[src/sv/indexed_deque_engine_core_defines.svh]
// assertion macros for the indexed deque engine
// no dependencies
`ifndef INDEXED_DEQUE_ENGINE_CORE_DEFINES_SVH
`define INDEXED_DEQUE_ENGINE_CORE_DEFINES_SVH
// implication checked on every rising clock edge outside reset
`define IDQ_ASSERT_IMP(label, clk, rstn, ante, cons) \
    label: assert property (@(posedge clk) disable iff (!rstn) (ante) |-> (cons)) \
        else $error("assertion failed");
// next-cycle implication
`define IDQ_ASSERT_NEXT(label, clk, rstn, ante, cons) \
    label: assert property (@(posedge clk) disable iff (!rstn) (ante) |=> (cons)) \
        else $error("assertion failed");
`endif

[src/sv/idq_pkg.sv]
// shared types and constants of the indexed deque engine
// no dependencies
package idq_pkg;
    localparam int CapacityDef  = 64;
    localparam int DataWidthDef = 32;

    typedef enum logic [3:0] {
        CMD_PUSH     = 4'd0,
        CMD_APPEND   = 4'd1,
        CMD_POP      = 4'd2,
        CMD_DROP     = 4'd3,
        CMD_GET      = 4'd4,
        CMD_REMOVE   = 4'd5,
        CMD_FIND_F   = 4'd6,
        CMD_FIND_L   = 4'd7,
        CMD_RM_F     = 4'd8,
        CMD_RM_L     = 4'd9,
        CMD_RM_ALL   = 4'd10,
        CMD_SWAP     = 4'd11,
        CMD_CLEAR    = 4'd12
    } cmd_t;

    typedef enum logic [2:0] {
        ST_OK       = 3'd0,
        ST_EMPTY    = 3'd1,
        ST_FULL     = 3'd2,
        ST_BADIDX   = 3'd3,
        ST_NOTFOUND = 3'd4
    } status_t;

    typedef enum logic [3:0] {
        S_IDLE,
        S_DECODE,
        S_RD,
        S_RDWAIT,
        S_STEP,
        S_SWAP2,
        S_DONE
    } state_t;

    localparam logic [6:0] POS_NONE = 7'h7f;
endpackage

[src/sv/idq_store.sv]
// circular data store, one write and one registered read per cycle
// depends on idq_pkg
module idq_store #(
    parameter int CAPACITY   = idq_pkg::CapacityDef,
    parameter int DATA_WIDTH = idq_pkg::DataWidthDef,
    localparam int AW = $clog2(CAPACITY)
) (
    input  logic                  aclk,
    input  logic                  wr_en,
    input  logic [AW-1:0]         wr_addr,
    input  logic [DATA_WIDTH-1:0] wr_data,
    input  logic [AW-1:0]         rd_addr,
    output logic [DATA_WIDTH-1:0] rd_data
);
    logic [DATA_WIDTH-1:0] mem [CAPACITY];
    logic [DATA_WIDTH-1:0] rd_data_reg;

    always_ff @(posedge aclk) begin
        if (wr_en) begin
            mem[wr_addr] <= wr_data;
        end
        rd_data_reg <= mem[rd_addr];
    end

    assign rd_data = rd_data_reg;
endmodule

[src/sv/indexed_deque_engine_core.sv]
// indexed deque engine top level: command sequencer around one data store
// depends on idq_pkg, idq_store and indexed_deque_engine_core_defines.svh
//
// usage
//   input channel s_*: one command transaction (kind, value, index_a, index_b)
//   result channel m_*: exactly one result transaction per command
//   s_ready is high only when the sequencer is idle and no result is pending;
//   one command is in flight at a time
//   push, append, clear and the error cases finish in S_DECODE and go
//   straight to S_DONE; pop, drop and get add one store read (S_RD,
//   S_RDWAIT); swap reads both entries and writes them back in S_SWAP2
//   and S_DONE; searches and removals walk the list one entry at a time,
//   a read through S_RD and S_RDWAIT per entry visited, set by the single
//   read port of the store; the next command is taken the cycle after the
//   result transaction; the result is held in m_* registers until m_ready,
//   and the sequencer waits there, so a stalled receiver stalls the input
//   reset clears head slot, count and control; store contents are not
//   cleared and are only ever read after being written
`include "indexed_deque_engine_core_defines.svh"
module indexed_deque_engine_core #(
    parameter int CAPACITY   = idq_pkg::CapacityDef,
    parameter int DATA_WIDTH = idq_pkg::DataWidthDef
) (
    input  logic        aclk,
    input  logic        aresetn,
    input  logic        s_valid,
    output logic        s_ready,
    input  logic [3:0]  s_kind,
    input  logic [31:0] s_value,
    input  logic [5:0]  s_index_a,
    input  logic [5:0]  s_index_b,
    output logic        m_valid,
    input  logic        m_ready,
    output logic [31:0] m_data_out,
    output logic signed [6:0] m_position,
    output logic [2:0]  m_status,
    output logic [6:0]  m_fill
);
    localparam int AW = $clog2(CAPACITY);
    localparam int CW = AW + 1;
    localparam logic [CW-1:0] CAP_C = CW'(CAPACITY);

    idq_pkg::state_t state_reg, state_next;
    logic [3:0]            kind_reg, kind_next;
    logic [DATA_WIDTH-1:0] val_reg, val_next;
    logic [CW-1:0]         ia_reg, ia_next, ib_reg, ib_next;
    logic [AW-1:0]         head_reg, head_next;
    logic [CW-1:0]         cnt_reg, cnt_next;
    // walk index (read side) and keep index (write side)
    logic [CW-1:0]         k_reg, k_next, keep_reg, keep_next;
    logic                  found_reg, found_next;
    logic [DATA_WIDTH-1:0] hold_reg, hold_next;
    logic [DATA_WIDTH-1:0] data_reg, data_next;
    logic [6:0]            pos_reg, pos_next;
    logic [2:0]            st_reg, st_next;
    logic                  mv_reg, mv_next;

    logic                  wr_en;
    logic [AW-1:0]         wr_addr, rd_addr;
    logic [DATA_WIDTH-1:0] wr_data, rd_data;
    logic [CW-1:0]         slot_idx;
    logic [AW-1:0]         slot_sel;
    logic                  match;

    idq_store #(.CAPACITY(CAPACITY), .DATA_WIDTH(DATA_WIDTH)) u_store (
        .aclk    (aclk),
        .wr_en   (wr_en),
        .wr_addr (wr_addr),
        .wr_data (wr_data),
        .rd_addr (rd_addr),
        .rd_data (rd_data)
    );

    // list index to store slot, an adder with a wrap compare, used for slot_sel and for the pop head advance
    function automatic logic [AW-1:0] slot_f(input logic [AW-1:0] h,
                                             input logic [CW-1:0] i);
        logic [CW:0] s;
        s = (CW+1)'(h) + (CW+1)'(i);
        if (s >= (CW+1)'(CAPACITY)) begin
            s = s - (CW+1)'(CAPACITY);
        end
        return s[AW-1:0];
    endfunction

    assign slot_sel = slot_f(head_reg, slot_idx);
    assign match    = (rd_data == val_reg);

    always_ff @(posedge aclk) begin
        if (!aresetn) begin
            state_reg <= idq_pkg::S_IDLE;
            head_reg  <= '0;
            cnt_reg   <= '0;
            mv_reg    <= 1'b0;
        end else begin
            state_reg <= state_next;
            head_reg  <= head_next;
            cnt_reg   <= cnt_next;
            mv_reg    <= mv_next;
        end
        kind_reg  <= kind_next;
        val_reg   <= val_next;
        ia_reg    <= ia_next;
        ib_reg    <= ib_next;
        k_reg     <= k_next;
        keep_reg  <= keep_next;
        found_reg <= found_next;
        hold_reg  <= hold_next;
        data_reg  <= data_next;
        pos_reg   <= pos_next;
        st_reg    <= st_next;
    end

    always_comb begin
        state_next = state_reg;
        kind_next  = kind_reg;
        val_next   = val_reg;
        ia_next    = ia_reg;
        ib_next    = ib_reg;
        head_next  = head_reg;
        cnt_next   = cnt_reg;
        k_next     = k_reg;
        keep_next  = keep_reg;
        found_next = found_reg;
        hold_next  = hold_reg;
        data_next  = data_reg;
        pos_next   = pos_reg;
        st_next    = st_reg;
        mv_next    = mv_reg;
        wr_en      = 1'b0;
        wr_addr    = slot_sel;
        wr_data    = val_reg;
        slot_idx   = k_reg;
        rd_addr    = slot_sel;
        s_ready    = 1'b0;

        case (state_reg)
            idq_pkg::S_IDLE: begin
                s_ready = 1'b1;
                if (s_valid) begin
                    kind_next  = s_kind;
                    val_next   = DATA_WIDTH'(s_value);
                    ia_next    = CW'(s_index_a);
                    ib_next    = CW'(s_index_b);
                    data_next  = '0;
                    pos_next   = idq_pkg::POS_NONE;
                    st_next    = idq_pkg::ST_OK;
                    found_next = 1'b0;
                    state_next = idq_pkg::S_DECODE;
                end
            end
            idq_pkg::S_DECODE: begin
                state_next = idq_pkg::S_DONE;
                case (kind_reg)
                    idq_pkg::CMD_PUSH, idq_pkg::CMD_APPEND: begin
                        if (cnt_reg >= CAP_C) begin
                            st_next = idq_pkg::ST_FULL;
                        end else if (kind_reg == idq_pkg::CMD_PUSH) begin
                            slot_idx  = CAP_C - CW'(1);
                            wr_en     = 1'b1;
                            head_next = slot_sel;
                            cnt_next  = cnt_reg + CW'(1);
                        end else begin
                            slot_idx = cnt_reg;
                            wr_en    = 1'b1;
                            cnt_next = cnt_reg + CW'(1);
                        end
                    end
                    idq_pkg::CMD_POP, idq_pkg::CMD_DROP: begin
                        if (cnt_reg == '0) begin
                            st_next = idq_pkg::ST_EMPTY;
                        end else begin
                            k_next     = (kind_reg == idq_pkg::CMD_POP) ? '0
                                                                        : cnt_reg - CW'(1);
                            state_next = idq_pkg::S_RD;
                        end
                    end
                    idq_pkg::CMD_GET, idq_pkg::CMD_REMOVE, idq_pkg::CMD_SWAP: begin
                        if (cnt_reg == '0) begin
                            st_next = idq_pkg::ST_EMPTY;
                        end else if (ia_reg >= cnt_reg ||
                                     (kind_reg == idq_pkg::CMD_SWAP && ib_reg >= cnt_reg)) begin
                            st_next = idq_pkg::ST_BADIDX;
                        end else begin
                            k_next     = ia_reg;
                            state_next = idq_pkg::S_RD;
                        end
                    end
                    idq_pkg::CMD_FIND_F, idq_pkg::CMD_FIND_L, idq_pkg::CMD_RM_F,
                    idq_pkg::CMD_RM_L, idq_pkg::CMD_RM_ALL: begin
                        if (cnt_reg == '0) begin
                            st_next = idq_pkg::ST_NOTFOUND;
                        end else begin
                            k_next     = (kind_reg == idq_pkg::CMD_FIND_L ||
                                          kind_reg == idq_pkg::CMD_RM_L) ? cnt_reg - CW'(1)
                                                                         : '0;
                            keep_next  = '0;
                            state_next = idq_pkg::S_RD;
                        end
                    end
                    idq_pkg::CMD_CLEAR: begin
                        cnt_next  = '0;
                        head_next = '0;
                    end
                    default: ;
                endcase
            end
            idq_pkg::S_RD: begin
                // address presented, data back next cycle
                state_next = idq_pkg::S_RDWAIT;
            end
            idq_pkg::S_RDWAIT: begin
                state_next = idq_pkg::S_DONE;
                case (kind_reg)
                    idq_pkg::CMD_POP: begin
                        data_next = rd_data;
                        head_next = slot_f(head_reg, CW'(1));
                        cnt_next  = cnt_reg - CW'(1);
                    end
                    idq_pkg::CMD_DROP: begin
                        data_next = rd_data;
                        cnt_next  = cnt_reg - CW'(1);
                    end
                    idq_pkg::CMD_GET: begin
                        data_next = rd_data;
                    end
                    idq_pkg::CMD_SWAP: begin
                        // first word kept, fetch the second
                        hold_next  = rd_data;
                        k_next     = ib_reg;
                        state_next = idq_pkg::S_SWAP2;
                    end
                    idq_pkg::CMD_REMOVE: begin
                        data_next  = rd_data;
                        found_next = 1'b1;
                        state_next = idq_pkg::S_STEP;
                    end
                    idq_pkg::CMD_FIND_F, idq_pkg::CMD_RM_F,
                    idq_pkg::CMD_FIND_L, idq_pkg::CMD_RM_L: begin
                        if (match) begin
                            pos_next = 7'(k_reg);
                            if (kind_reg == idq_pkg::CMD_RM_F ||
                                kind_reg == idq_pkg::CMD_RM_L) begin
                                data_next  = rd_data;
                                found_next = 1'b1;
                                state_next = idq_pkg::S_STEP;
                            end
                        end else if ((kind_reg == idq_pkg::CMD_FIND_F ||
                                      kind_reg == idq_pkg::CMD_RM_F) ?
                                     (k_reg + CW'(1) >= cnt_reg) : (k_reg == '0)) begin
                            st_next = idq_pkg::ST_NOTFOUND;
                        end else begin
                            k_next = (kind_reg == idq_pkg::CMD_FIND_F ||
                                      kind_reg == idq_pkg::CMD_RM_F) ? k_reg + CW'(1)
                                                                     : k_reg - CW'(1);
                            state_next = idq_pkg::S_RD;
                        end
                    end
                    idq_pkg::CMD_RM_ALL: begin
                        // compact: write survivors at keep
                        if (!match) begin
                            slot_idx  = keep_reg;
                            wr_en     = 1'b1;
                            wr_data   = rd_data;
                            keep_next = keep_reg + CW'(1);
                        end
                        if (k_reg + CW'(1) >= cnt_reg) begin
                            cnt_next = match ? keep_reg : keep_reg + CW'(1);
                            if ((match ? keep_reg : keep_reg + CW'(1)) == cnt_reg) begin
                                st_next = idq_pkg::ST_NOTFOUND;
                            end
                        end else begin
                            k_next     = k_reg + CW'(1);
                            state_next = idq_pkg::S_RD;
                        end
                    end
                    default: ;
                endcase
            end
            idq_pkg::S_STEP: begin
                // shift entry k+1 into k, one read and one write per pass
                if (found_reg) begin
                    if (k_reg + CW'(1) >= cnt_reg) begin
                        cnt_next   = cnt_reg - CW'(1);
                        state_next = idq_pkg::S_DONE;
                    end else begin
                        slot_idx   = k_reg + CW'(1);
                        found_next = 1'b0;
                    end
                end else begin
                    slot_idx   = k_reg;
                    wr_en      = 1'b1;
                    wr_data    = rd_data;
                    k_next     = k_reg + CW'(1);
                    found_next = 1'b1;
                end
            end
            idq_pkg::S_SWAP2: begin
                // k=ib is presented on the first SWAP2 pass; its data is here on the second
                if (!found_reg) begin
                    found_next = 1'b1;
                end else begin
                    slot_idx   = ib_reg;
                    wr_en      = 1'b1;
                    wr_data    = hold_reg;
                    hold_next  = rd_data;
                    found_next = 1'b0;
                    k_next     = ia_reg;
                    state_next = idq_pkg::S_DONE;
                    kind_next  = 4'(idq_pkg::CMD_SWAP) | 4'd0;
                    pos_next   = idq_pkg::POS_NONE;
                    ib_next    = ia_reg;
                    val_next   = rd_data;
                    st_next    = idq_pkg::ST_OK;
                    data_next  = '0;
                    mv_next    = 1'b0;
                    state_next = idq_pkg::S_DONE;
                    // second write of ia happens in DONE
                    keep_next  = '1;
                end
            end
            idq_pkg::S_DONE: begin
                if (kind_reg == idq_pkg::CMD_SWAP && keep_reg == '1) begin
                    slot_idx  = ia_reg;
                    wr_en     = 1'b1;
                    wr_data   = hold_reg;
                    keep_next = '0;
                end
                if (!mv_reg) begin
                    mv_next = 1'b1;
                end else if (m_ready) begin
                    mv_next    = 1'b0;
                    state_next = idq_pkg::S_IDLE;
                end
            end
            default: state_next = idq_pkg::S_IDLE;
        endcase
    end

    assign m_valid    = mv_reg;
    assign m_data_out = 32'(data_reg);
    assign m_position = pos_reg;
    assign m_status   = st_reg;
    assign m_fill     = 7'(cnt_reg);

    `IDQ_ASSERT_IMP(a_ready_idle, aclk, aresetn, s_ready, !m_valid)
    `IDQ_ASSERT_IMP(a_cnt_bound, aclk, aresetn, 1'b1, cnt_reg <= CAP_C)
    `IDQ_ASSERT_NEXT(a_accept_busy, aclk, aresetn, s_valid && s_ready, !s_ready)
    `IDQ_ASSERT_IMP(a_valid_done, aclk, aresetn, m_valid, state_reg == idq_pkg::S_DONE)
endmodule
[config.mk]
export PLATFORM = sky130hd
export DESIGN_NAME = indexed_deque_engine_core
export DESIGN_NICKNAME = d
export VERILOG_FILES = /design/src/sv/idq_pkg.sv /design/src/sv/idq_store.sv /design/src/sv/indexed_deque_engine_core.sv
export VERILOG_INCLUDE_DIRS = /design/src /design/src/sv
export SDC_FILE = /design/constraint.sdc
export NUM_CORES = 2
export LEC_CHECK = 0
export BUFFER_PORTS_ARGS = -buffer_cell sky130_fd_sc_hd__buf_2
export CAP_MARGIN = 40
export CELL_PAD_IN_SITES_DETAIL_PLACEMENT = 0
export CELL_PAD_IN_SITES_GLOBAL_PLACEMENT = 1
export CORE_UTILIZATION = 46
export CTS_CLUSTER_DIAMETER = 60
export DETAILED_ROUTE_END_ITERATION = 16
export GPL_TIMING_DRIVEN = 1
export PLACE_DENSITY_LB_ADDON = 0.3
export SYNTH_ARGS = -nofsm -noshare
export SYNTH_HDL_FRONTEND = slang
export SYNTH_SLANG_ARGS = --single-unit
[constraint.sdc]
create_clock -name aclk -period 11.6 [get_ports aclk]
set_input_delay 1.16 -clock aclk [delete_from_list [all_inputs] [get_ports aclk]]
set_output_delay 1.16 -clock aclk [all_outputs]
set_load 0.005 [all_outputs]
==> Word level (Yosys, flattened, before mapping) <==
Memories as Yosys holds them, arrays and structs flattened. A register that Yosys moved wholly into a read port is not among the register bits.
Index checks and enable logic that the tools add are counted.
{ "totals": {"reg_bits": 156, "ram_bits": 2048, "out_inout_bits": 51, "memories": 1} }
{ "classes": {"add_sub_neg": 9, "order_cmp": 6, "n_eq_ne": 61, "mux": 124, "n_reduce_logical": 40} }
{ "mem_list": {"columns": ["memory", "words", "word_bits", "rd", "rd_clocked_by_memory_dff", "write_ports", "line", "text"], "rows": [
  ["u_store.mem", 64, 32, 1, 1, 1, "idq_store.sv:15", "logic [DATA_WIDTH-1:0] mem [CAPACITY];"]
]} }
{ "op_table": {"columns": ["cell", "count"], "rows": [
  ["$mux W32", 12],
  ["$mux W7", 34],
  ["$pmux W32 S2", 3],
  ["$pmux W32 S4", 1],
  ["$pmux W32 S3", 1],
  ["$pmux W7 S3", 4],
  ["$pmux W7 S4", 2],
  ["$ne A3 B3 Y1 const B", 17],
  ["$mux W3", 16],
  ["$pmux W7 S2", 3],
  ["$mux W4", 9],
  ["$pmux W7 S5", 1],
  ["$eq A32 B32 Y1", 1],
  ["$mux W6", 5],
  ["$eq A4 B3 Y1 const B", 7],
  ["$ne A2 B2 Y1 const B", 14],
  ["$pmux W4 S7", 1],
  ["$pmux W3 S4", 2],
  ["$pmux W6 S2", 2],
  ["$add A7 B1 Y7 const B", 3],
  ["$eq A4 B4 Y1 const B", 5],
  ["$mux W1", 19],
  ["$reduce_and A6 Y1", 3],
  ["$eq A4 B2 Y1 const B", 4],
  ["other kinds (42)", 71]
]} }

==> Depth between registers and ports, before layout <==
{ "logic_depth": {"word_depth": 12, "ltp_mapped": 26, "ltp_nobuf": 24} }

==> By module <==
Synthesis repeated with hierarchy kept, for this count alone.
{ "unflattened": {"hier_cells": 4496, "hier_area_um2": 88961.6} }
{ "modules_own_cells": {"columns": ["mod", "instances", "cells_each", "area_each_um2", "seq_area_each_um2"], "rows": [
  ["idq_store", 1, 3511, 79039.6, 62139.6],
  ["indexed_deque_engine_core", 1, 985, 9922.0, 4454.3]
]} }

==> Worst setup path before layout <==
Ideal clock, no wire load.
{ "synth_timing": {"path_type": "register to register", "from": "reg k_reg[0]", "to": "mem u_store.mem[15][0] in the netlist's numbering (enable)", "setup_time_ns": 0.461, "arrival_time_ns": 7.311, "required_ns": 11.139, "setup_slack_ns": 3.828, "stages_incl_launch_ff": 24, "path_buffers": 3, "period_less_slack_ns": 7.772, "cell_sequence": "edfxtp_1 > ha_1 > nand3_1 > nor2_1 > xnor2_1 > inv_1 > ha_1 > and3_1 > a221o_1 > a31o_2 > o21ai_0 > a22oi_1 > o21ai_0 > o311ai_0 > ha_1 > inv_1 > fa_1 > nand2b_1 > nor2_1 > clkbuf_1 > clkbuf_1 > clkbuf_1 > nand2_1 > nor3_1"} }
{ "synth_via": {"elab_chain_len": 8} }
{ "synth_lines": {"columns": ["element", "line", "text"], "rows": [
  ["start, declared", "indexed_deque_engine_core.sv:50", "logic [CW-1:0] k_reg, k_next, keep_reg, keep_next;"],
  ["start signal, assigned", "indexed_deque_engine_core.sv:104", "k_reg <= k_next;"],
  ["$add A7 B1 Y7", "indexed_deque_engine_core.sv:282, indexed_deque_engine_core.sv:286", null],
  ["$ge A7 B7 Y1", "indexed_deque_engine_core.sv:282", "if (k_reg + CW'(1) >= cnt_reg) begin"],
  ["$mux W7", null, null],
  ["$mux W7", "indexed_deque_engine_core.sv:281", "if (found_reg) begin"],
  ["$pmux W7 S5 (*)", "indexed_deque_engine_core.sv:136", "case (state_reg)"],
  ["$add A6 B7 Y8 (*)", "indexed_deque_engine_core.sv:78", "s = (CW+1)'(h) + (CW+1)'(i);"],
  ["$ge A8 B7 Y1 / $sub A6 B1 Y6 (equally long branches)", "indexed_deque_engine_core.sv:79, indexed_deque_engine_core.sv:80", null],
  ["$mux W6 (*)", "indexed_deque_engine_core.sv:79", "if (s >= (CW+1)'(CAPACITY)) begin"],
  ["end, declared", "idq_store.sv:15", null]
]} }
Every way passes the cells marked *; elsewhere a longest branch is shown, timed or not.

==> Worst setup path in the final report <==
{ "layout_timing": {"from": "reg k_reg[0]", "to": "reg u_store.rd_data_reg[15] (netlist: u_store.rd_data[15]) (read register of u_store.mem)"} }
{ "layout_via": {"elab_chain_len": 8} }
{ "layout_lines": {"columns": ["element", "line", "text"], "rows": [
  ["$add A7 B1 Y7", "indexed_deque_engine_core.sv:282, indexed_deque_engine_core.sv:286", null],
  ["$ge A7 B7 Y1", "indexed_deque_engine_core.sv:282", null],
  ["$mux W7", null, null],
  ["$mux W7", "indexed_deque_engine_core.sv:281", null],
  ["$pmux W7 S5 (*)", "indexed_deque_engine_core.sv:136", null],
  ["$add A6 B7 Y8 (*)", "indexed_deque_engine_core.sv:78", null],
  ["$ge A8 B7 Y1 / $sub A6 B1 Y6 (equally long branches)", "indexed_deque_engine_core.sv:79, indexed_deque_engine_core.sv:80", null],
  ["$mux W6 (*)", "indexed_deque_engine_core.sv:79", null],
  ["end, declared", "idq_store.sv:16", "logic [DATA_WIDTH-1:0] rd_data_reg;"]
]} }
Marks and branches as above.
A chain may end at the register's enable or synchronous reset.

==> reports/metrics.yaml <==
critical_path:
  crit_start: "k_reg[0]"
  crit_type: "reg -> reg"
  critPathSlowestCell: "nor3_2"
  critPathMaxFanout: 42
  crit_arrival_ns: 8.74
  r2r_start: "k_reg[0]"
  critPathLaunchType: "register"
  path_cells: "ha_1 -> nand3_1 -> nor2_1 -> xnor2_1 -> inv_1 -> ha_1 -> and3_1 -> a221o_1 -> a31o_2 -> o311ai_0 -> ha_1 -> inv_1 -> fa_1 -> xor2_1 -> nor3_2 -> buf_4 -> buf_4 -> a22o_1 -> a221oi_1 -> nand4_1 -> nand3_1 -> o21ai_0 -> buf_4 -> mux2_1"
  cpPeakStageDelay_ns: 0.78
  cp-end-kind: "register"
  crit_required_ns: 12.41
finish:
  largest_reg_flops: 2048
  post-route-util_pct: 52.97
  ff_latch_area_um2: 66590
  fill_cells: 14410
  final_common_cell: "edfxtp_1"
  drive_gt1_share_pct: 15.36
  mostFrequentLayoutCells: "2,185 x edfxtp_1, 648 x a22oi_1, 266 x nand4_1, 218 x clkbuf_16, 201 x a221oi_1"
  multiInputGateArea_um2: 16810
  synthToLayoutAreaGrowth_pct: 13.84
  final_nets: 5187
  regMostFlops: "u_store.mem"
  stdcell_count: 7666
run:
  drv_cap: 0
floorplanning:
  start_util_pct: 46.53
  core_area_um2: 181500
  chipHeight_um: 430.5
  fp.dieW_um: 430.5
  rows: 156
  io_pins: 103
  dieArea_um2: 185300
grt:
  grt_pass1_vias: 47803
  grt_start_max_net_pins: 122
  antenna_found_initial: 11
  grt_overflow: 0
  grt_first_pass_wirelength_um: 356900
  track_usage_pct: 26.73
routing:
  drc: 0
  vias: 49932
  wl_um: 251800
  drtAntennaViolNets: 0
  drt_iter0_drc: 6819
  drt_first_pass_iters: 6
  avgRoutedWirePerCell_um: 32.84
  viasPerCell: 6.513
place:
  io_buffers: 102
  routabilityCongestion: 0.8993
  dp_cells: 7248
  dpl.hpwl_um: 135700
sta:
  layout_min_cycle_time_ns: 7.931
  final_min_period_over_clock_period_pct: 68.37
  rsz0062_at_grt: "false"
  relSlewSlack_pct: 27.06
  finClkSkew_ns: 0.04280
  hold_violations: 0
  fmax_mhz: 126.1
  finalMaxSlewViolations: 0
  finalSetupViolCount: 0
  worst-slew-pin-transition_ns: 1.094
  tns_ns: 0
clocking:
  path_clk_slew_ns: 0.06
  worstSkewPairLatency_ns: 0.88
  cts_made_buffers: 218
  cts_max_path_buffers: 3
  cts_tree: "built"
  cts_resized: 0
  hold_buffers: 0
  post-cts-setup-buffers: 0
  htreeDepth: 4
  cts_root_buf: "clkbuf_16"
  cts.sinks: 2234
yosys:
  yosys_register_bits: 2234
  ys_seq_area_share_pct: 78.84
  syn_area_um2: 84460
  syn-num-nets: 4992
  ys_types: 73
  synth_edf_count: 2185
  async_reset_ff_share_pct: 0
  yosys_warnings: 0
  synth_flop_cell: "edfxtp_1"
  syn_area_per_cell_um2: 17.21
  synthCells: 4908
min_path:
  hold_start: "s_index_a[1]"
  hold_class: "in -> reg"
status:
  run_status: "finished, final reports clean"
[path summary, 6_finish.rpt]
| kind | to | cells past startpoint | slack [ns] |
|---|---|---|---|
| setup reg to reg | u_store.rd_data[15] | 24 | 3.67 |
| hold / removal | ia_reg[1] | 1 | 0.49 |
| setup / recovery | u_store.rd_data[15] | 24 | 3.67 |
| hold reg to reg | m_valid | 2 | 0.50 |
[cells in the mapped netlist, drive strengths merged (9+ instances only)]
library cell / count / area (µm²)
o21ai: 188 / 940.9
buf: 79 / 315.3
edfxtp: 2185 / 65610
a221oi: 202 / 1775
a22oi: 648 / 4865
xor2: 15 / 131.4
inv: 59 / 221.5
a21o: 9 / 67.56
nand2: 69 / 259.0
nand2b: 19 / 118.9
and2: 39 / 244.0
dfxtp: 49 / 980.9
nor3: 85 / 425.4
nand3: 93 / 465.5
clkbuf: 265 / 994.7
mux2: 69 / 777.0
a22o: 193 / 1690
mux2i: 9 / 90.09
ha: 31 / 387.9
nor2: 59 / 221.5
a21oi: 65 / 329.1
xnor2: 64 / 560.5
a222oi: 35 / 350.3
a31oi: 9 / 56.30
nand4: 266 / 1664
[critical path: cells and delay by family, from the launching register on]
family | cells | cell delay, ns
xor gates and xnor gates | 2 | 0.46
muxes | 1 | 0.14
AOI/OAI and AO/OA | 6 | 1.78
adders and majority gates | 4 | 1.35
buffers and inverters | 5 | 1.68
and+or+nand+nor | 6 | 1.78
DFF | 1 | 0.56
[through the flow]
stage	area (µm²)	hold slack, ns	setup slack, ns
floorplan	84460	0.4773	3.828
global placement	88610	0.4877	3.341
detailed placement	88970	0.4906	3.699
CTS	96120	0.4260	3.660
global route	96150	0.4589	3.285
finish	96150	0.4879	3.669
[cells by family (layout without fill, tap and decap cells)]
kind of cell | Yosys count | after routing | share of synthesized area [%]
AO/OA/AOI/OAI | 1421 | 1421 | 12.64
XOR/XNOR | 81 | 81 | 0.8725
AND/OR/NAND/NOR | 659 | 659 | 4.317
flip-flops | 2234 | 2234 | 78.84
multiplexers | 78 | 78 | 1.027
other | 0 | 2 | 0
buffers and inverters | 403 | 789 | 1.813
adder cells (fa/ha/maj) | 32 | 32 | 0.4829
[metal layers]
metal | wire, µm | global-route usage (%) | vias to the layer above
met5 | 13 | 0 | -
met4 | 7536 | 8.261 | 2
met3 | 24460 | 5.678 | 350
met2 | 117700 | 41.96 | 2722
met1 | 102000 | 37.49 | 25887
li1 | - | - | 20971
[final cells by class]
cell class / instances / area share, %
Sequential cell: 2234 / 69.26
Tap cell: 2370 / 3.084
Clock buffer: 274 / 5.996
Timing Repair Buffer: 319 / 2.498
Inverter: 59 / 0.2303
Antenna cell: 2 / 0.005205
Multi-Input combinational cell: 2271 / 17.49
Clock inverter: 137 / 1.442
Power is not shown: default switching activity piles up to over one toggle a cycle in this logic, so the estimate is an artifact.
